<file path="src/design/imubfc_pkg.sv">
package imubfc_pkg;

  localparam int DIAG_LO_POS   = 2;
  localparam int DIAG_HI_POS   = 3;
  localparam int PAYLOAD_START = 4;
  localparam int SELF_TEST_BIT = 5;

  localparam logic [15:0] CRC_INIT = 16'hFFFF;

  localparam logic [15:0] CRC_LUT [256] = '{
    16'h0000, 16'h17CE, 16'h0FDF, 16'h1811, 16'h1FBE, 16'h0870, 16'h1061, 16'h07AF,
    16'h1F3F, 16'h08F1, 16'h10E0, 16'h072E, 16'h0081, 16'h174F, 16'h0F5E, 16'h1890,
    16'h1E3D, 16'h09F3, 16'h11E2, 16'h062C, 16'h0183, 16'h164D, 16'h0E5C, 16'h1992,
    16'h0102, 16'h16CC, 16'h0EDD, 16'h1913, 16'h1EBC, 16'h0972, 16'h1163, 16'h06AD,
    16'h1C39, 16'h0BF7, 16'h13E6, 16'h0428, 16'h0387, 16'h1449, 16'h0C58, 16'h1B96,
    16'h0306, 16'h14C8, 16'h0CD9, 16'h1B17, 16'h1CB8, 16'h0B76, 16'h1367, 16'h04A9,
    16'h0204, 16'h15CA, 16'h0DDB, 16'h1A15, 16'h1DBA, 16'h0A74, 16'h1265, 16'h05AB,
    16'h1D3B, 16'h0AF5, 16'h12E4, 16'h052A, 16'h0285, 16'h154B, 16'h0D5A, 16'h1A94,
    16'h1831, 16'h0FFF, 16'h17EE, 16'h0020, 16'h078F, 16'h1041, 16'h0850, 16'h1F9E,
    16'h070E, 16'h10C0, 16'h08D1, 16'h1F1F, 16'h18B0, 16'h0F7E, 16'h176F, 16'h00A1,
    16'h060C, 16'h11C2, 16'h09D3, 16'h1E1D, 16'h19B2, 16'h0E7C, 16'h166D, 16'h01A3,
    16'h1933, 16'h0EFD, 16'h16EC, 16'h0122, 16'h068D, 16'h1143, 16'h0952, 16'h1E9C,
    16'h0408, 16'h13C6, 16'h0BD7, 16'h1C19, 16'h1BB6, 16'h0C78, 16'h1469, 16'h03A7,
    16'h1B37, 16'h0CF9, 16'h14E8, 16'h0326, 16'h0489, 16'h1347, 16'h0B56, 16'h1C98,
    16'h1A35, 16'h0DFB, 16'h15EA, 16'h0224, 16'h058B, 16'h1245, 16'h0A54, 16'h1D9A,
    16'h050A, 16'h12C4, 16'h0AD5, 16'h1D1B, 16'h1AB4, 16'h0D7A, 16'h156B, 16'h02A5,
    16'h1021, 16'h07EF, 16'h1FFE, 16'h0830, 16'h0F9F, 16'h1851, 16'h0040, 16'h178E,
    16'h0F1E, 16'h18D0, 16'h00C1, 16'h170F, 16'h10A0, 16'h076E, 16'h1F7F, 16'h08B1,
    16'h0E1C, 16'h19D2, 16'h01C3, 16'h160D, 16'h11A2, 16'h066C, 16'h1E7D, 16'h09B3,
    16'h1123, 16'h06ED, 16'h1EFC, 16'h0932, 16'h0E9D, 16'h1953, 16'h0142, 16'h168C,
    16'h0C18, 16'h1BD6, 16'h03C7, 16'h1409, 16'h13A6, 16'h0468, 16'h1C79, 16'h0BB7,
    16'h1327, 16'h04E9, 16'h1CF8, 16'h0B36, 16'h0C99, 16'h1B57, 16'h0346, 16'h1488,
    16'h1225, 16'h05EB, 16'h1DFA, 16'h0A34, 16'h0D9B, 16'h1A55, 16'h0244, 16'h158A,
    16'h0D1A, 16'h1AD4, 16'h02C5, 16'h150B, 16'h12A4, 16'h056A, 16'h1D7B, 16'h0AB5,
    16'h0810, 16'h1FDE, 16'h07CF, 16'h1001, 16'h17AE, 16'h0060, 16'h1871, 16'h0FBF,
    16'h172F, 16'h00E1, 16'h18F0, 16'h0F3E, 16'h0891, 16'h1F5F, 16'h074E, 16'h1080,
    16'h162D, 16'h01E3, 16'h19F2, 16'h0E3C, 16'h0993, 16'h1E5D, 16'h064C, 16'h1182,
    16'h0912, 16'h1EDC, 16'h06CD, 16'h1103, 16'h16AC, 16'h0162, 16'h1973, 16'h0EBD,
    16'h1429, 16'h03E7, 16'h1BF6, 16'h0C38, 16'h0B97, 16'h1C59, 16'h0448, 16'h1386,
    16'h0B16, 16'h1CD8, 16'h04C9, 16'h1307, 16'h14A8, 16'h0366, 16'h1B77, 16'h0CB9,
    16'h0A14, 16'h1DDA, 16'h05CB, 16'h1205, 16'h15AA, 16'h0264, 16'h1A75, 16'h0DBB,
    16'h152B, 16'h02E5, 16'h1AF4, 16'h0D3A, 16'h0A95, 16'h1D5B, 16'h054A, 16'h1284
  };

  function automatic logic [15:0] crc_feed(input logic [15:0] crc, input logic [7:0] b);
    logic [7:0] idx;
    idx = crc[7:0] ^ b;
    return {8'h00, crc[15:8]} ^ CRC_LUT[idx];
  endfunction

endpackage

</file>
<file path="src/design/imubfc_if.sv">
interface imubfc_in_if;
  logic       valid;
  logic       ready;
  logic [7:0] data_byte;
  logic       frame_start;

  modport source (output valid, output data_byte, output frame_start, input ready);
  modport sink (input valid, input data_byte, input frame_start, output ready);
endinterface

interface imubfc_out_if;
  logic        valid;
  logic        ready;
  logic [15:0] crc_calc;
  logic [15:0] crc_recv;
  logic        crc_match;
  logic        self_test_failed;
  logic [15:0] diag_word;

  modport source (output valid, output crc_calc, output crc_recv,
                  output crc_match, output self_test_failed, output diag_word,
                  input ready);
  modport sink (input valid, input crc_calc, input crc_recv,
                input crc_match, input self_test_failed, input diag_word,
                output ready);
endinterface

</file>
<file path="src/design/imubfc_crc_pair.sv">
module imubfc_crc_pair
  import imubfc_pkg::*;
(
  input  logic [15:0] crc_in,
  input  logic [7:0]  second_byte,
  input  logic [7:0]  first_byte,
  output logic [15:0] crc_out
);

  logic [15:0] crc_mid;

  // The second byte of a word enters the CRC before the first.
  assign crc_mid = crc_feed(crc_in, second_byte);
  assign crc_out = crc_feed(crc_mid, first_byte);

endmodule

</file>
<file path="src/design/imu_burst_frame_checker_core.sv">
// The input stage registers a byte at acceptance and processes it from there; the
// result of a frame is registered in the output stage when its last byte is processed.
// Throughput: one byte per cycle; the two chained CRC table lookups of a word are
// combinational. A result held by the sink stalls the input.
// Reset (rst_n low, synchronous): byte position 0, CRC 0xFFFF, held byte, diagnostic
// word and received CRC high byte cleared, no transaction pending on either side.
module imu_burst_frame_checker_core
  import imubfc_pkg::*;
#(
  parameter int PAYLOAD_WORDS = 11,
  parameter int FRAME_BYTES   = 28
) (
  input  logic clk,
  input  logic rst_n,
  imubfc_in_if.sink    in_chan,
  imubfc_out_if.source out_chan
);

  localparam int POS_W   = $clog2(FRAME_BYTES + 1);
  localparam int PAY_END = PAYLOAD_START + 2 * PAYLOAD_WORDS;

  localparam logic [POS_W-1:0] POS_IDLE   = POS_W'(FRAME_BYTES);
  localparam logic [POS_W-1:0] POS_RX_HI  = POS_W'(FRAME_BYTES - 2);
  localparam logic [POS_W-1:0] POS_RX_LO  = POS_W'(FRAME_BYTES - 1);
  localparam logic [POS_W-1:0] POS_DIAG_L = POS_W'(DIAG_LO_POS);
  localparam logic [POS_W-1:0] POS_DIAG_H = POS_W'(DIAG_HI_POS);

  logic             s1_valid_r;
  logic [7:0]       s1_byte_r;
  logic             s1_start_r;
  logic             s1_advance;
  logic             out_free;

  logic [POS_W-1:0] pos_r, pos_nxt;
  logic [15:0]      crc_r, crc_nxt;
  logic [7:0]       held_r, held_nxt;
  logic [15:0]      diag_r, diag_nxt;
  logic [7:0]       rx_hi_r, rx_hi_nxt;

  logic [POS_W-1:0] pos_eff;
  logic [15:0]      crc_base;
  logic [15:0]      crc_word;
  logic [15:0]      crc_inv;
  logic [15:0]      calc_crc;
  logic [15:0]      rx_crc;
  logic             emit;
  logic             in_payload;

  logic             out_valid_r;
  logic [15:0]      out_calc_r;
  logic [15:0]      out_rx_r;
  logic             out_match_r;
  logic             out_stf_r;
  logic [15:0]      out_diag_r;

  assign out_free   = !out_valid_r || out_chan.ready;
  assign s1_advance = s1_valid_r && out_free;
  assign in_chan.ready = !s1_valid_r || s1_advance;

  always_ff @(posedge clk) begin
    if (!rst_n) begin
      s1_valid_r <= 1'b0;
    end else if (in_chan.ready) begin
      s1_valid_r <= in_chan.valid;
    end
    if (in_chan.valid && in_chan.ready) begin
      s1_byte_r  <= in_chan.data_byte;
      s1_start_r <= in_chan.frame_start;
    end
  end

  assign pos_eff    = s1_start_r ? '0 : pos_r;
  assign crc_base   = (pos_eff == '0) ? CRC_INIT : crc_r;
  assign in_payload = (32'(pos_eff) >= 32'(PAYLOAD_START)) && (32'(pos_eff) < 32'(PAY_END));

  imubfc_crc_pair u_crc_pair (
    .crc_in      (crc_base),
    .second_byte (s1_byte_r),
    .first_byte  (held_r),
    .crc_out     (crc_word)
  );

  assign crc_inv  = ~crc_base;
  assign calc_crc = {crc_inv[7:0], crc_inv[15:8]};
  assign rx_crc   = {rx_hi_r, s1_byte_r};

  always_comb begin
    pos_nxt   = pos_r;
    crc_nxt   = crc_r;
    held_nxt  = held_r;
    diag_nxt  = diag_r;
    rx_hi_nxt = rx_hi_r;
    emit      = 1'b0;
    if (s1_advance) begin
      if (s1_start_r) begin
        pos_nxt = '0;
        crc_nxt = CRC_INIT;
      end
      if (pos_eff < POS_IDLE) begin
        crc_nxt = crc_base;
        pos_nxt = pos_eff + 1'b1;
        priority if (pos_eff == POS_DIAG_L) begin
          diag_nxt[7:0] = s1_byte_r;
        end else if (pos_eff == POS_DIAG_H) begin
          diag_nxt[15:8] = s1_byte_r;
        end else if (pos_eff == POS_RX_HI) begin
          rx_hi_nxt = s1_byte_r;
        end else if (pos_eff == POS_RX_LO) begin
          emit    = 1'b1;
          pos_nxt = POS_IDLE;
        end else begin
          if (in_payload) begin
            if (!pos_eff[0]) begin
              held_nxt = s1_byte_r;
            end else begin
              crc_nxt = crc_word;
            end
          end
        end
      end
    end
  end

  always_ff @(posedge clk) begin
    if (!rst_n) begin
      pos_r   <= '0;
      crc_r   <= CRC_INIT;
      held_r  <= '0;
      diag_r  <= '0;
      rx_hi_r <= '0;
    end else begin
      pos_r   <= pos_nxt;
      crc_r   <= crc_nxt;
      held_r  <= held_nxt;
      diag_r  <= diag_nxt;
      rx_hi_r <= rx_hi_nxt;
    end
  end

  always_ff @(posedge clk) begin
    if (!rst_n) begin
      out_valid_r <= 1'b0;
    end else if (out_free) begin
      out_valid_r <= emit;
    end
    if (emit) begin
      out_calc_r  <= calc_crc;
      out_rx_r    <= rx_crc;
      out_match_r <= (calc_crc == rx_crc);
      out_stf_r   <= diag_r[SELF_TEST_BIT];
      out_diag_r  <= diag_r;
    end
  end

  assign out_chan.valid            = out_valid_r;
  assign out_chan.crc_calc         = out_calc_r;
  assign out_chan.crc_recv         = out_rx_r;
  assign out_chan.crc_match        = out_match_r;
  assign out_chan.self_test_failed = out_stf_r;
  assign out_chan.diag_word        = out_diag_r;

endmodule

</file>
<file path="src/flat_wrapper.sv">
// flat-port wrapper written by rule: the top's interface ports become plain ports
module imu_burst_frame_checker_core_flat import imubfc_pkg::*;
#(
  parameter int PAYLOAD_WORDS = 11,
  parameter int FRAME_BYTES   = 28
)
  (clk, rst_n, in_chan_valid, in_chan_data_byte, in_chan_frame_start, in_chan_ready, out_chan_valid, out_chan_crc_calc, out_chan_crc_recv, out_chan_crc_match, out_chan_self_test_failed, out_chan_diag_word, out_chan_ready);
  imubfc_in_if in_chan_i ();
  imubfc_out_if out_chan_i ();
  input  logic clk;
  input  logic rst_n;
  input wire logic [$bits(in_chan_i.valid)-1:0] in_chan_valid;
  input wire logic [$bits(in_chan_i.data_byte)-1:0] in_chan_data_byte;
  input wire logic [$bits(in_chan_i.frame_start)-1:0] in_chan_frame_start;
  output wire logic [$bits(in_chan_i.ready)-1:0] in_chan_ready;
  output wire logic [$bits(out_chan_i.valid)-1:0] out_chan_valid;
  output wire logic [$bits(out_chan_i.crc_calc)-1:0] out_chan_crc_calc;
  output wire logic [$bits(out_chan_i.crc_recv)-1:0] out_chan_crc_recv;
  output wire logic [$bits(out_chan_i.crc_match)-1:0] out_chan_crc_match;
  output wire logic [$bits(out_chan_i.self_test_failed)-1:0] out_chan_self_test_failed;
  output wire logic [$bits(out_chan_i.diag_word)-1:0] out_chan_diag_word;
  input wire logic [$bits(out_chan_i.ready)-1:0] out_chan_ready;
  assign in_chan_i.valid = in_chan_valid;
  assign in_chan_i.data_byte = in_chan_data_byte;
  assign in_chan_i.frame_start = in_chan_frame_start;
  assign in_chan_ready = in_chan_i.ready;
  assign out_chan_valid = out_chan_i.valid;
  assign out_chan_crc_calc = out_chan_i.crc_calc;
  assign out_chan_crc_recv = out_chan_i.crc_recv;
  assign out_chan_crc_match = out_chan_i.crc_match;
  assign out_chan_self_test_failed = out_chan_i.self_test_failed;
  assign out_chan_diag_word = out_chan_i.diag_word;
  assign out_chan_i.ready = out_chan_ready;
  imu_burst_frame_checker_core #(.PAYLOAD_WORDS(PAYLOAD_WORDS), .FRAME_BYTES(FRAME_BYTES)) u_core (.clk(clk), .rst_n(rst_n), .in_chan(in_chan_i), .out_chan(out_chan_i));
endmodule
</file>
<file path="config.mk">
export PLATFORM = sky130hd
export DESIGN_NAME = imu_burst_frame_checker_core_flat
export DESIGN_NICKNAME = d
export VERILOG_FILES = /design/src/design/imubfc_pkg.sv /design/src/design/imubfc_if.sv /design/src/design/imubfc_crc_pair.sv /design/src/design/imu_burst_frame_checker_core.sv /design/src/flat_wrapper.sv
export SDC_FILE = /design/constraint.sdc
export NUM_CORES = 1
export LEC_CHECK = 0
export ABC_CLOCK_PERIOD_IN_PS = 7500
export BUFFER_PORTS_ARGS = -buffer_cell sky130_fd_sc_hd__buf_2
export CAP_MARGIN = 20
export CORE_ASPECT_RATIO = 1.5
export CORE_MARGIN = 5
export CORE_UTILIZATION = 50
export CTS_CLUSTER_SIZE = 28
export DETAILED_ROUTE_END_ITERATION = 8
export PLACE_DENSITY_LB_ADDON = 0.15
export SLEW_MARGIN = 20
export SYNTH_ARGS = -nofsm -noshare
export SYNTH_HDL_FRONTEND = slang
export SYNTH_SLANG_ARGS = --single-unit
export TNS_END_PERCENT = 5
</file>
<file path="constraint.sdc">
create_clock -name clk -period 7.5 [get_ports clk]
set_clock_uncertainty 0.15 [all_clocks]
set_input_delay 0.375 -clock clk [delete_from_list [all_inputs] [get_ports clk]]
set_output_delay 0.375 -clock clk [all_outputs]
set_load 0.02 [all_outputs]
</file>
# Word level (Yosys, flattened, before mapping)
# Memory sizes are Yosys's and may differ from the RTL's.
# Cells that the tools add are included.
# totals
register_bits	114
latchBits	0
ram_bits	0
romBits	8192
in_bits	13
out_inout_bits	52
wordCells	79
memories	2
# classes
add_sub_neg	1
n_mul	0
n_div	0
order_cmp	5
eq_ne	5
shifts	0
n_mux	25
bitwise_logic	12
reduce_logical	14
# memory_table
memory	depth	width	read_ports	rd_clocked_by_memory_dff	write_ports	line_no	text
(no name shown)	256	16	1	0	0	imubfc_pkg.sv:48	return {8'h00, crc[15:8]} ^ CRC_LUT[idx];
(no name shown)	256	16	1	0	0	imubfc_pkg.sv:48	
# ops
op	n
$mux W16	13
$xor A8 B16 Y16	2
$mux W5	6
$ge A9 B9 Y1 const B	2
$not A8 Y9	2
$eq A16 B16 Y1	1
$not A16 Y16	1
$xor A8 B8 Y8	2
$eq A5 B2 Y1 const B	2
$eq A5 B5 Y1 const B	2
$lt A5 B5 Y1 const B	2
$reduce_and A8 Y1	1
$mux W1	6
$add A5 B1 Y5 const B	1
$ge A5 B3 Y1 const B	1
$logic_not A5 Y1	1
$not A1 Y1	5
$reduce_and A5 Y1	1
$reduce_and A4 Y1	1
$logic_and A1 B1 Y1	3
$reduce_and A3 Y1	1
$logic_not A1 Y1	2
$logic_or A1 B1 Y1	2
$reduce_and A2 Y1	1
$reduce_bool A2 Y1	1

# Logic depth before layout (Yosys ltp)
# Gate-level depths: netlist (run 1).
# logic_depth
depth_word	22
mapped_depth	15
ltp_nobuf	14

# By module
# From an unflattened synthesis (run 1), not the netlist that was laid out.
# unflattened
hier_cells	432
area_unflattened_um2	5200.0
# modules_own_cells
mod	n_inst	cells_each	area_each_um2	seq_area_each_um2
imu_burst_frame_checker_core	1	363	4398.0	2842.7
imubfc_crc_pair	1	69	802.0	0.0

# Worst setup path before layout (run 1)
# OpenSTA, ideal clock, no wires.
# synth_path
kind	flip-flop to flip-flop
start	reg u_core.s1_start_r
end	reg u_core.crc_r[4]
setup_ns	0.117
t_arrival_ns	3.376
required_ns	7.233
slack_ns	3.857
stages_incl_launch_ff	15
n_path_buf	2
synth_period_minus_slack_ns	3.643
path_cell_list	edfxtp_1 buf_1 nor2b_1 inv_1 ha_1 or4b_1 nand2_1 clkbuf_1 nor2_1 xnor2_1 xnor2_1 ha_1 mux2_2 xnor2_1 o22a_1
# synth_between
elab_chain_len	22
word_cells_on_any_way	32
classes_between	order compare: 3; eq/ne: 4; mux: 13; bitwise: 6; reduce/logical: 4; memory: 2
# synth_lines
item	line_no	text
start: declaration	imu_burst_frame_checker_core.sv:30	logic s1_start_r;
start signal: assignment	imu_burst_frame_checker_core.sv:68	s1_start_r <= in_chan.frame_start;
$mux W5	imu_burst_frame_checker_core.sv:72	assign pos_eff = s1_start_r ? '0 : pos_r;
$logic_not A5 Y1	imu_burst_frame_checker_core.sv:73	assign crc_base = (pos_eff == '0) ? CRC_INIT : crc_r;
$mux W16	imu_burst_frame_checker_core.sv:73	
$xor A8 B8 Y8	imubfc_pkg.sv:47	idx = crc[7:0] ^ b;
$not A8 Y9 (not written as such)	imubfc_pkg.sv:48	
$mem_v2 Z256 W16	--	
$mux W16 (not written as such) (2 in series)	imubfc_pkg.sv:48	
$xor A8 B16 Y16	imubfc_pkg.sv:48	
[... 5 more ...]	--	
$xor A8 B16 Y16	imubfc_pkg.sv:48	
$mux W16	imu_burst_frame_checker_core.sv:113	if (!pos_eff[0]) begin
$mux W16	imu_burst_frame_checker_core.sv:112	if (in_payload) begin
$mux W16	imu_burst_frame_checker_core.sv:108	end else if (pos_eff == POS_RX_LO) begin
$mux W16	imu_burst_frame_checker_core.sv:106	end else if (pos_eff == POS_RX_HI) begin
$mux W16	imu_burst_frame_checker_core.sv:104	end else if (pos_eff == POS_DIAG_H) begin
$mux W16	imu_burst_frame_checker_core.sv:102	priority if (pos_eff == POS_DIAG_L) begin
$mux W16	imu_burst_frame_checker_core.sv:99	if (pos_eff < POS_IDLE) begin
end signal: assignment	imu_burst_frame_checker_core.sv:133	crc_r <= crc_nxt;
end: declaration	imu_burst_frame_checker_core.sv:35	logic [15:0] crc_r, crc_nxt;
# Several ways; a longest one is shown, not always the timed one. The select of a mux whose other input is x is not followed.
# A chain may end at the register's enable or synchronous reset.

# Worst setup path after layout (run 1)
# layout_path
start	reg u_core.s1_start_r
end	reg u_core.crc_r[0]
# Same word-level chain as after synthesis.

==> impl_results.md, run 1 <==
- Gate Count Post-Synth: 472
- Final hold violation count: 0
- Worst-margin pin slew: 869 ps
- Fraction of synthesis flops using an asynchronous set or reset pin: 0
- Delay of the slowest critical-path stage: 680 ps
- Maximum achievable frequency: 232 MHz
- Count of antenna-violating nets left after detailed routing: 0
- Power share of the combinational group: 0.177
- Post-DP HPWL: 8320 µm
- Post-layout net count: 556
- Largest buffer count on any clock path: 2
- Count of endpoints failing setup in the final report: 0
- Kind of end point of the critical path: flip-flop
- Max-cap violations: 0
- Post-Syn Area: 5520 µm²
- Endpoint of the worst hold path: u_core.s1_valid_r
- Total negative slack: 0 ps
- Area Overhead vs Synth: 19.6%
- Slew HR: 0.419
- Area of the multi-input gates: 2530 µm²
- Largest fanout on the critical path: 25
- Final cycle utilization of the critical path: 0.574
- Portion of total power attributed to sequential cells: 0.373
- Fraction of layout instances using a drive strength above 1: 0.200
- Cells along the critical path: nor2b_1, inv_1, ha_1, or4b_1, nand2_1, nor2_1, xnor2_1, xor2_1, inv_1, ha_1, nor2_1, xnor2_1, mux2_1, o22a_1
- Family of cells with the greatest summed delay on the critical path: simple AND/OR/NAND/NOR gates
- Post-synthesis net count: 491
- Register area share after synthesis: 0.515
- Depth of the worst register-to-register path: 14
- Count of pins on the block boundary: 65
- Number of buffer cells added on primary ports: 64
- # clock sinks: 113
- Pwr Density: 271 nW/µm²
- Minimum clock period after layout: 4300 ps
- Mean instance size in the synthesized netlist: 11.7 µm²
- Pleak: 2.68 nW
- Total global-route track usage: 0.196
- Area occupied by registers: 2840 µm²
- Placement Rows: 47
- Total CTS buffers: 17
- Unique cell type count in the Yosys netlist: 52
- CTS tree: yes
- Reg-to-reg slack, setup: 3200 ps
- Data required time of the worst path: 7660 ps
- Number of instances on the worst hold path: 3
- EDFF count, synth: 58
- P_int: 1.35 mW
- Final number of max-transition violations: 0
- GPL Wtd Cong: 0.863
- Detailed-route DRC error count: 0
- Total length of routed wires: 12,200 µm
- Worst reg2reg startpoint: u_core.s1_start_r
- # fillers: 920
- Cts-stage hold buffer count: 9
- Wire length of the first global-routing pass: 19,500 µm
- Post_cts resized: 0
- Worst hold path class: in -> reg
- Initial cell density of the core: 0.505
- Worst vdd ir: 165 µV
- Width of the die: 95.8 µm
- Insertion delay to the later sink of the worst-skew pair: 410 ps
- Diode insertion count for antenna repair: 0
- Routed length per placed instance: 17.5 µm
- Clock edge transition at the registers on the reported setup and hold paths: 50 ps
- Area of the core: 10,900 µm²
- Area of the die: 13,300 µm²
- Most used flip-flop cell after synthesis: edfxtp_1
- Total via count in the routed design: 3,570
- Routed via count divided by cell count: 5.12
- Worst path bufs/invs: 2
- Syn. warnings: 0
- RR Endpoint: u_core.crc_r[0]
- Number of buffers added for setup after CTS: 0
- Status: finished, final reports clean
- Largest net degree at the start of global routing: 53
- Min-Delay Startpoint: in_chan_valid
- Cell with the largest stage delay on the worst path: nand2_1
- Cell at the root of the clock tree: clkbuf_16
- Worst hold margin: 58.5 ps
- Violation count after the first detailed-route iteration: 208
- Antenna violations before repair: 0
- Switching power summed over all nets: 0.445 mW
- Detailed-router iteration count before antenna repair: 4
- Unrepaired setup endpoints after global routing: no
- Clock Power Share: 0.449
- Yosys reg bits: 113
- CP Class: reg -> reg
- Htree depth: 4
- Kind of start point of the critical path: flip-flop
- Overall overflow remaining after global route: 0
- Y dimension of the die: 139 µm
- Number of global-route vias before repair: 3,633
- Arrival time of the worst setup path: 4460 ps
- Share of total power consumed by net switching: 0.248
-- power groups by stage --
stage                     Clock, mW  Sequential [mW]  Combinational, mW
after detailed placement          0            0.682              0.312
after CTS                     0.819            0.670              0.318
after global placement            0            0.682              0.305
after floorplan                   0            0.666              0.272
after global routing          0.845            0.671              0.339
final                         0.805            0.669              0.318
-- cell usage in the layout, fill, tap and decap left out, drive strengths merged, types with 4 or more instances in the layout --
| cell type | netlist | final |
|---|---|---|
| xnor2 | 58 | 58 |
| mux2i | 34 | 34 |
| dfxtp | 55 | 55 |
| clkinv | 0 | 4 |
| dlygate4sd3 | 0 | 9 |
| nor2 | 36 | 36 |
| nor2b | 37 | 37 |
| o21ai | 10 | 10 |
| nand2 | 33 | 33 |
| clkbuf | 19 | 21 |
| xor2 | 25 | 25 |
| o22ai | 7 | 7 |
| edfxtp | 58 | 58 |
| xnor3 | 9 | 9 |
| o22a | 7 | 7 |
| nand2b | 4 | 4 |
| a21oi | 15 | 15 |
| buf | 10 | 66 |
| a211oi | 5 | 5 |
| nand3 | 4 | 4 |
| inv | 3 | 5 |
| ha | 6 | 6 |
-- kinds of logic after synthesis --
kind of cell | synth area share
AND/OR/NAND/NOR | 0.131
flip-flops | 0.515
XOR/XNOR | 0.184
AO/OA/AOI/OAI | 0.0644
multiplexers | 0.0657
buffers and inverters | 0.0267
adder cells (fa/ha/maj) | 0.0136
-- worst register-to-register path, stage by stage (launching register included) --
cell and delay, ps:
edfxtp_1 600, nor2b_1 160, inv_1 110, ha_1 250
or4b_1 530, nand2_1 680, nor2_1 150, xnor2_1 370
xor2_1 280, inv_1 80, ha_1 180, nor2_1 120
xnor2_1 90, mux2_1 310, o22a_1 150
-- flip-flops by register name, summed over array words and instances, names as in the netlist --
| register | cells |
|---|---|
| u_core.crc_r | 16 |
| u_core.diag_r | 16 |
| u_core.out_chan.crc_calc | 16 |
| u_core.out_chan.crc_recv | 16 |
| u_core.out_chan.diag_word | 16 |
| u_core.held_r | 8 |
| u_core.rx_hi_r | 8 |
| u_core.s1_byte_r | 8 |
| u_core.pos_r | 5 |
| u_core.out_chan.crc_match | 1 |
| u_core.out_chan.valid | 1 |
| u_core.s1_start_r | 1 |
| u_core.s1_valid_r | 1 |
-- routing by layer --
metal	share of wire	GRT usage
met1	0.41	0.237
met2	0.52	0.329
met3	0.042	0.0451
met4	0.026	0.0802
met5	0	0
-- synthesized netlist by cell type (5+ instances only) --
cell type,count,area (µm²)
xnor2_1,53,464
nor2b_1,37,231
xnor3_1,7,158
mux2i_1,34,340
o22ai_1,7,43.8
o21ai_0,10,50.1
a21oi_1,15,75.1
a211oi_1,5,37.5
nor2_1,36,135
xor2_1,25,219
o22a_1,7,61.3
edfxtp_1,58,1740
dfxtp_1,55,1100
ha_1,6,75.1
clkbuf_1,18,67.6
nand2_1,33,124
-- through the flow --
stage	worst slack [ps]	instance area, µm²	instances	util	total power, mW
after CTS	3220	6600	697	0.604	1.81
final	3200	6600	697	0.604	1.79
after global routing	2870	6600	697	0.604	1.85
after detailed placement	3200	5910	656	0.540	0.994
after global placement	3460	5910	656	0.540	0.987
after floorplan	3860	5520	472	-	0.938
-- worst max-delay path by stage --
| stage | start | end | slack, ps | cells after the start |
|---|---|---|---|---|
| final | u_core.s1_start_r | u_core.crc_r[0] | 3200 | 14 |
| after global routing | u_core.s1_start_r | u_core.crc_r[4] | 2870 | 13 |
| after CTS | u_core.s1_start_r | u_core.crc_r[4] | 3220 | 13 |
| after detailed placement | u_core.s1_start_r | u_core.crc_r[0] | 3200 | 14 |
| after global placement | u_core.s1_start_r | u_core.crc_r[4] | 3460 | 13 |
| after floorplan | u_core.s1_start_r | u_core.crc_r[4] | 3860 | 14 |
-- cell type report --
type                    instances  area share
flip-flops and latches        113       0.430
multi-input cells             327       0.383
clock buffers                  21      0.0728
repair buffers                 75      0.0644
well taps                     147      0.0279
clock inverters                11      0.0193
inverters                       3     0.00171
No activity file was read; power rests on OpenSTA's default activity.
==> inputs of run 2 (changes only) <==
Settings changed: ABC_AREA set to 1, ABC_CLOCK_PERIOD_IN_PS 7500 to 3550.
Clock period 7.5 ns to 3.55 ns, I/O delays scaled along.
==> impl_results.md, run 2 <==
- Most used flip-flop cell after synthesis: edfxtp_1 (unchanged)
- Post-synthesis net count: 675 (was 491)
- # clock sinks: 113 (unchanged)
- Worst vdd ir: 338 µV (was 165 µV)
- Routed via count divided by cell count: 5.45 (was 5.12)
- Total global-route track usage: 0.241 (was 0.196)
- Post-layout net count: 804 (was 556)
- Arrival time of the worst setup path: 3620 ps (was 4460 ps)
- Overall power consumption: 4.35 mW (was 1.79 mW)
- Number of buffer cells added on primary ports: 64 (unchanged)
- Count of endpoints failing setup in the final report: 0 (unchanged)
- Cell at the root of the clock tree: clkbuf_16 (unchanged)
- Placed instance count: 890 (was 656)
- Routed length per placed instance: 18.0 µm (was 17.5 µm)
- Cell with the largest stage delay on the worst path: edfxtp_1 (was nand2_1)
- Total via count in the routed design: 5,168 (was 3,570)
- Pwr Density: 565 nW/µm² (was 271 nW/µm²)
- CP Class: reg -> reg (unchanged)
- Data required time of the worst path: 3710 ps (was 7660 ps)
- Finished Layout Cells: 948 (was 697)
- Number of global-route vias before repair: 4,911 (was 3,633)
- Fraction of layout instances using a drive strength above 1: 0.327 (was 0.200)
- Mean instance size in the synthesized netlist: 8.83 µm² (was 11.7 µm²)
- Clock edge transition at the registers on the reported setup and hold paths: 60 ps (was 50 ps)
- Most frequent cells after synthesis: 111 x nand2_1, 79 x inv_1, 66 x a21oi_1 (was 58 x edfxtp_1, 55 x dfxtp_1, 53 x xnor2_1)
- Count of pins on the block boundary: 65 (unchanged)
- Minimum clock period after layout: 3460 ps (was 4300 ps)
- Library cell occupying the most area in the post-synthesis netlist: edfxtp_1 (unchanged)
- # fillers: 920 (unchanged)
- Largest buffer count on any clock path: 2 (unchanged)
- Most frequently used cell type in the post-synthesis netlist: nand2_1 (was edfxtp_1)
- Max-cap violations: 0 (unchanged)
- Fraction of synthesis flops using an asynchronous set or reset pin: 0 (unchanged)
- Register area share after synthesis: 0.491 (was 0.515)
- Width of the die: 97.9 µm (was 95.8 µm)
- Placement Rows: 48 (was 47)
- Gate Count Post-Synth: 656 (was 472)
- Delay of the slowest critical-path stage: 390 ps (was 680 ps)
- Initial cell density of the core: 0.507 (was 0.505)
- Largest net degree at the start of global routing: 50 (was 53)
- Unrepaired setup endpoints after global routing: yes (was no)
- Final hold violation count: 0 (unchanged)
- Total CTS buffers: 17 (unchanged)
- Status: finished, final reports clean (unchanged)
- CTS tree: yes (unchanged)
- Violation count after the first detailed-route iteration: 381 (was 208)
- Fraction of post-synthesis cell area in the top cell type by area: 0.301 (was 0.315)
- Leading cell types by total area after synthesis: edfxtp_1 30%, dfxtp_1 19%, nand2_1 7.2%, a21oi_1 5.7%, inv_1 5.1% (was edfxtp_1 32%, dfxtp_1 20%, xnor2_1 8.4%, mux2i_1 6.2%, nor2b_1 4.2%)
- Post-DP HPWL: 11,700 µm (was 8320 µm)
- Worst hold path class: in -> reg (unchanged)
- Total length of routed wires: 17,100 µm (was 12,200 µm)
- Y dimension of the die: 142 µm (was 139 µm)
- Post-Syn Area: 5790 µm² (was 5520 µm²)
- Most common cell after layout, fill and taps aside: nand2_1 (was buf_2)
- GPL Wtd Cong: 1.06 (was 0.863)
- Antenna violations before repair: 0 (unchanged)
- Worst-margin pin slew: 728 ps (was 869 ps)
- Unique cell type count in the Yosys netlist: 43 (was 52)
- Wire length of the first global-routing pass: 25,800 µm (was 19,500 µm)
- Insertion delay to the later sink of the worst-skew pair: 420 ps (was 410 ps)
- Kind of end point of the critical path: flip-flop (unchanged)
- Top library cells by usage in the layout, fill and taps aside: 97 x nand2_1, 77 x inv_1, 65 x a21oi_1, 64 x buf_2, 58 x edfxtp_1 (was 64 x buf_2, 58 x edfxtp_1, 55 x dfxtp_1, 53 x xnor2_1, 37 x nor2b_1)
- Area of the core: 11,400 µm² (was 10,900 µm²)
- Syn. warnings: 0 (unchanged)
- Cell mode on critical path: nand2_1
- Slew HR: 0.514 (was 0.419)
- Detailed-route DRC error count: 0 (unchanged)
- Final number of max-transition violations: 0 (unchanged)
- Overall overflow remaining after global route: 0 (unchanged)
- Area Overhead vs Synth: 33.0% (was 19.6%)
- Detailed-router iteration count before antenna repair: 5 (was 4)
- Kind of start point of the critical path: flip-flop (unchanged)
- Count of antenna-violating nets left after detailed routing: 0 (unchanged)
- Diode insertion count for antenna repair: 0 (unchanged)
- Largest fanout on the critical path: 6 (was 25)
- Yosys reg bits: 113 (unchanged)
- Final cycle utilization of the critical path: 0.975 (was 0.574)
- Pleak: 3.31 nW (was 2.68 nW)
- EDFF count, synth: 58 (unchanged)
- Htree depth: 4 (unchanged)
- Maximum achievable frequency: 289 MHz (was 232 MHz)
- Area of the die: 13,900 µm² (was 13,300 µm²)
[run 2: cells by family after synthesis]
kind of cell             synth area share
AO/OA/AOI/OAI                       0.137
XOR/XNOR                           0.0644
adder cells (fa/ha/maj)            0.0130
buffers and inverters              0.0724
flip-flops                          0.491
AND/OR/NAND/NOR                     0.223
[run 2: per-stage QoR]
| step | hold slack [ps] | setup TNS (ps) | area, µm² | setup WS [ps] | utilization |
|---|---|---|---|---|---|
| after detailed placement | 206 | 0 | 6510 | 22.3 | 0.571 |
| after CTS | 150 | 0 | 7230 | 26.0 | 0.634 |
| final | 155 | 0 | 7700 | 87.8 | 0.675 |
| after global placement | 206 | 0 | 6510 | 93.7 | 0.571 |
| after global routing | 184 | -408 | 7700 | -88.2 | 0.675 |
| after floorplan | 126 | 0 | 5800 | 432 | - |
[run 2: worst max-delay path: cells and delay by family, from the launching register on]
| kind | cells | cell delay, ps |
|---|---|---|
| simple gates | 16 | 1630 |
| xor+xnor | 3 | 450 |
| compound gates | 1 | 170 |
| fa+ha+maj | 1 | 130 |
| buf+inv | 4 | 420 |
| flops | 1 | 390 |
[run 2: area by class of cell]
class                           count  area, µm²  share of cell area
Clock buffer                       17        425              0.0552
Timing Repair Buffer              127        867               0.113
Tap cell                          150        188              0.0244
Sequential cell                   113       2840               0.369
Clock inverter                     15        158              0.0205
Multi-Input combinational cell    440       2890               0.376
Inverter                           86        328              0.0426
[run 2: path summary, 6_finish.rpt]
check / from / endpoint / slack [ps] / depth (start not counted)
hold reg to reg: u_core.diag_r[8] / u_core.out_chan.diag_word[8] / 280 / 0
hold / removal: rst_n / u_core.crc_r[7] / 150 / 2
setup reg to reg: u_core.s1_start_r / u_core.crc_r[0] / 90 / 25
setup / recovery: u_core.s1_start_r / u_core.crc_r[0] / 90 / 25
[run 2: routing by layer]
layer	share of wire	routed length (µm)	up-vias	global-route usage
met4	0.049	840	0	0.123
met2	0.53	9030	226	0.436
met5	0	0	-	0
li1	-	-	2440	-
met3	0.050	854	42	0.0438
met1	0.37	6380	2460	0.270
[run 2: power by group]
part	switching (mW)	internal (mW)
combinational	0.754	0.479
clock	0.658	1.04
sequential	0.0302	1.39
[run 2: what timing repair did]
action                                  CTS  global route
pin swaps                                 0            30
endpoints found under the hold margin    11             0
hold buffers                             12             0
endpoints found under the setup margin    1            11
gates cloned                              0             1
resized for setup                         0            75
buffers inserted                          1            13
==> inputs of run 3 (changes only) <==
Settings changed: ABC_CLOCK_PERIOD_IN_PS 3550 to 4000, CTS_CLUSTER_DIAMETER set to 80.
Clock period 3.55 ns to 4 ns, I/O delays scaled along.
==> impl_results.md, run 3 (synthesized netlist as in run 2, its figures left out) <==
- Status: finished, final reports clean (unchanged)
- Max-cap violations: 0 (unchanged)
- Number of buffer cells added on primary ports: 64 (unchanged)
- Most common cell after layout, fill and taps aside: nand2_1 (unchanged)
- Post-layout net count: 773 (was 804)
- Top library cells by usage in the layout, fill and taps aside: 109 x nand2_1, 79 x inv_1, 66 x a21oi_1, 64 x buf_2, 58 x edfxtp_1 (was 97 x nand2_1, 77 x inv_1, 65 x a21oi_1, 64 x buf_2, 58 x edfxtp_1)
- Worst-margin pin slew: 1000 ps (was 728 ps)
- Area Overhead vs Synth: 22.8% (was 33.0%)
- Number of global-route vias before repair: 4,780 (was 4,911)
- Detailed-route DRC error count: 0 (unchanged)
- Largest net degree at the start of global routing: 51 (was 50)
- Clock edge transition at the registers on the reported setup and hold paths: 60 ps (about the same)
- Minimum clock period after layout: 3650 ps (was 3460 ps)
- Worst hold path class: in -> reg (unchanged)
- Placed instance count: 866 (was 890)
- Slew HR: 0.331 (was 0.514)
- Diode insertion count for antenna repair: 0 (unchanged)
- # fillers: 998 (was 920)
- Area of the core: 11,400 µm² (unchanged)
- Routed length per placed instance: 17.2 µm (was 18.0 µm)
- Initial cell density of the core: 0.507 (unchanged)
- Insertion delay to the later sink of the worst-skew pair: 420 ps (about the same)
- Data required time of the worst path: 4160 ps (was 3710 ps)
- Overall overflow remaining after global route: 0 (unchanged)
- Total CTS buffers: 17 (unchanged)
- Wire length of the first global-routing pass: 24,900 µm (was 25,800 µm)
- Final number of max-transition violations: 0 (unchanged)
- Y dimension of the die: 142 µm (unchanged)
- Antenna violations before repair: 0 (unchanged)
- Htree depth: 4 (unchanged)
- Count of antenna-violating nets left after detailed routing: 0 (unchanged)
- Pleak: 3.07 nW (was 3.31 nW)
- Worst vdd ir: 342 µV (was 338 µV)
- Overall power consumption: 3.50 mW (was 4.35 mW)
- Routed via count divided by cell count: 5.39 (was 5.45)
- Violation count after the first detailed-route iteration: 256 (was 381)
- Count of pins on the block boundary: 65 (unchanged)
- Post-DP HPWL: 11,600 µm (was 11,700 µm)
- Unrepaired setup endpoints after global routing: no (was yes)
- # clock sinks: 113 (unchanged)
- GPL Wtd Cong: 0.970 (was 1.06)
- Largest buffer count on any clock path: 2 (unchanged)
- Count of endpoints failing setup in the final report: 0 (unchanged)
- Width of the die: 97.9 µm (unchanged)
- CTS tree: yes (unchanged)
- Largest fanout on the critical path: 12 (was 6)
- Kind of end point of the critical path: flip-flop (unchanged)
- Arrival time of the worst setup path: 3810 ps (was 3620 ps)
- Total via count in the routed design: 4,945 (was 5,168)
- CP Class: reg -> reg (unchanged)
- Kind of start point of the critical path: flip-flop (unchanged)
- Total negative slack: 0 ps (unchanged)
- Placement Rows: 48 (unchanged)
- Detailed-router iteration count before antenna repair: 7 (was 5)
- Total length of routed wires: 15,800 µm (was 17,100 µm)
- Finished Layout Cells: 917 (was 948)
- Total global-route track usage: 0.234 (was 0.241)
- Final cycle utilization of the critical path: 0.913 (was 0.975)
- Fraction of layout instances using a drive strength above 1: 0.246 (was 0.327)
- Cell at the root of the clock tree: clkbuf_16 (unchanged)
- Maximum achievable frequency: 274 MHz (was 289 MHz)
- Area of the die: 13,900 µm² (unchanged)
- Pwr Density: 492 nW/µm² (was 565 nW/µm²)
- Final hold violation count: 0 (unchanged)
-- run 3: changes by cell type in the layout (fill, tap and decap cells not counted), moves of 3 or more --
cell      before  now
xor2_1        14   25
buf_4         45   19
o21ai_0       50   53
clkinv_4       3    7
nand3_1       33   43
inv_6          5    1
nand2_4       23   10
xor2_2        12    4
xor2_4         4    1
nand3_2       14    5
nand2_1       97  109
-- run 3: power breakdown --
group,internal (mW),switching (mW),total [mW],leakage [nW]
Sequential,1.24,0.0236,1.26,0.930
Combinational,0.256,0.493,0.749,1.85
Clock,0.922,0.566,1.49,0.287
-- run 3: final cells by class --
| cell class | count | area, µm² | area share |
|---|---|---|---|
| Timing Repair Buffer | 97 | 614 | 0.0864 |
| Sequential cell | 113 | 2840 | 0.400 |
| Inverter | 86 | 323 | 0.0454 |
| Tap cell | 150 | 188 | 0.0264 |
| Clock buffer | 17 | 425 | 0.0598 |
| Multi-Input combinational cell | 439 | 2550 | 0.359 |
| Clock inverter | 15 | 163 | 0.0229 |
-- run 3: layer usage --
layer | share of wire | GRT usage | vias to the layer above
met5 | 0 | 0 | -
met4 | 0.046 | 0.117 | 0
met3 | 0.051 | 0.0516 | 41
met2 | 0.53 | 0.424 | 162
met1 | 0.37 | 0.254 | 2350
li1 | - | - | 2392
-- run 3: stage by stage --
step / worst slack [ps] / cell area, µm² / utilization / hold WS, ps
3_3_place_gp: 206 / 6320 / 0.554 / 227
3_5_place_dp: 128 / 6320 / 0.554 / 228
5_1_grt: 57.3 / 7110 / 0.623 / 177
6_report: 347 / 7110 / 0.623 / 180
2_1_floorplan: 199 / 5800 / - / 149
4_1_cts: 89.4 / 7030 / 0.616 / 163
-- run 3: path summary, 6_finish.rpt --
| check | cells after the start | startpoint | slack [ps] | end |
|---|---|---|---|---|
| hold reg to reg | 0 | u_core.diag_r[15] | 270 | u_core.out_chan.diag_word[15] |
| setup / recovery | 26 | u_core.s1_start_r | 350 | u_core.crc_r[4] |
| setup reg to reg | 26 | u_core.s1_start_r | 350 | u_core.crc_r[4] |
| hold / removal | 2 | rst_n | 180 | u_core.crc_r[15] |
-- run 3: repair_timing --
| item | CTS | global route |
|---|---|---|
| setup endpoints to repair | 0 | 7 |
| hold buffers | 12 | 0 |
| hold endpoints to repair | 11 | 0 |
| buffers inserted | 0 | 7 |
| gates resized for setup | 0 | 4 |
-- run 3: worst max-delay path, cell delays in order (launching register included) --
cell and delay, ps:
edfxtp_1 390, inv_2 90, nand2_1 160, ha_1 170, inv_1 50, a21oi_4 170, nand2_8 120, buf_12 160
nand2_8 60, nand2_2 50, nand2_2 120, nand2_1 80, nand2_2 120, nand2_2 100, nand2_4 100, nand2_1 80
nand3_2 90, nand2_4 80, ha_1 300, o21ai_0 320, nand2_1 140, nand3b_1 120, nand3_1 90, nand2_1 70
nand2_1 50, nand2_1 60, nand2_1 40
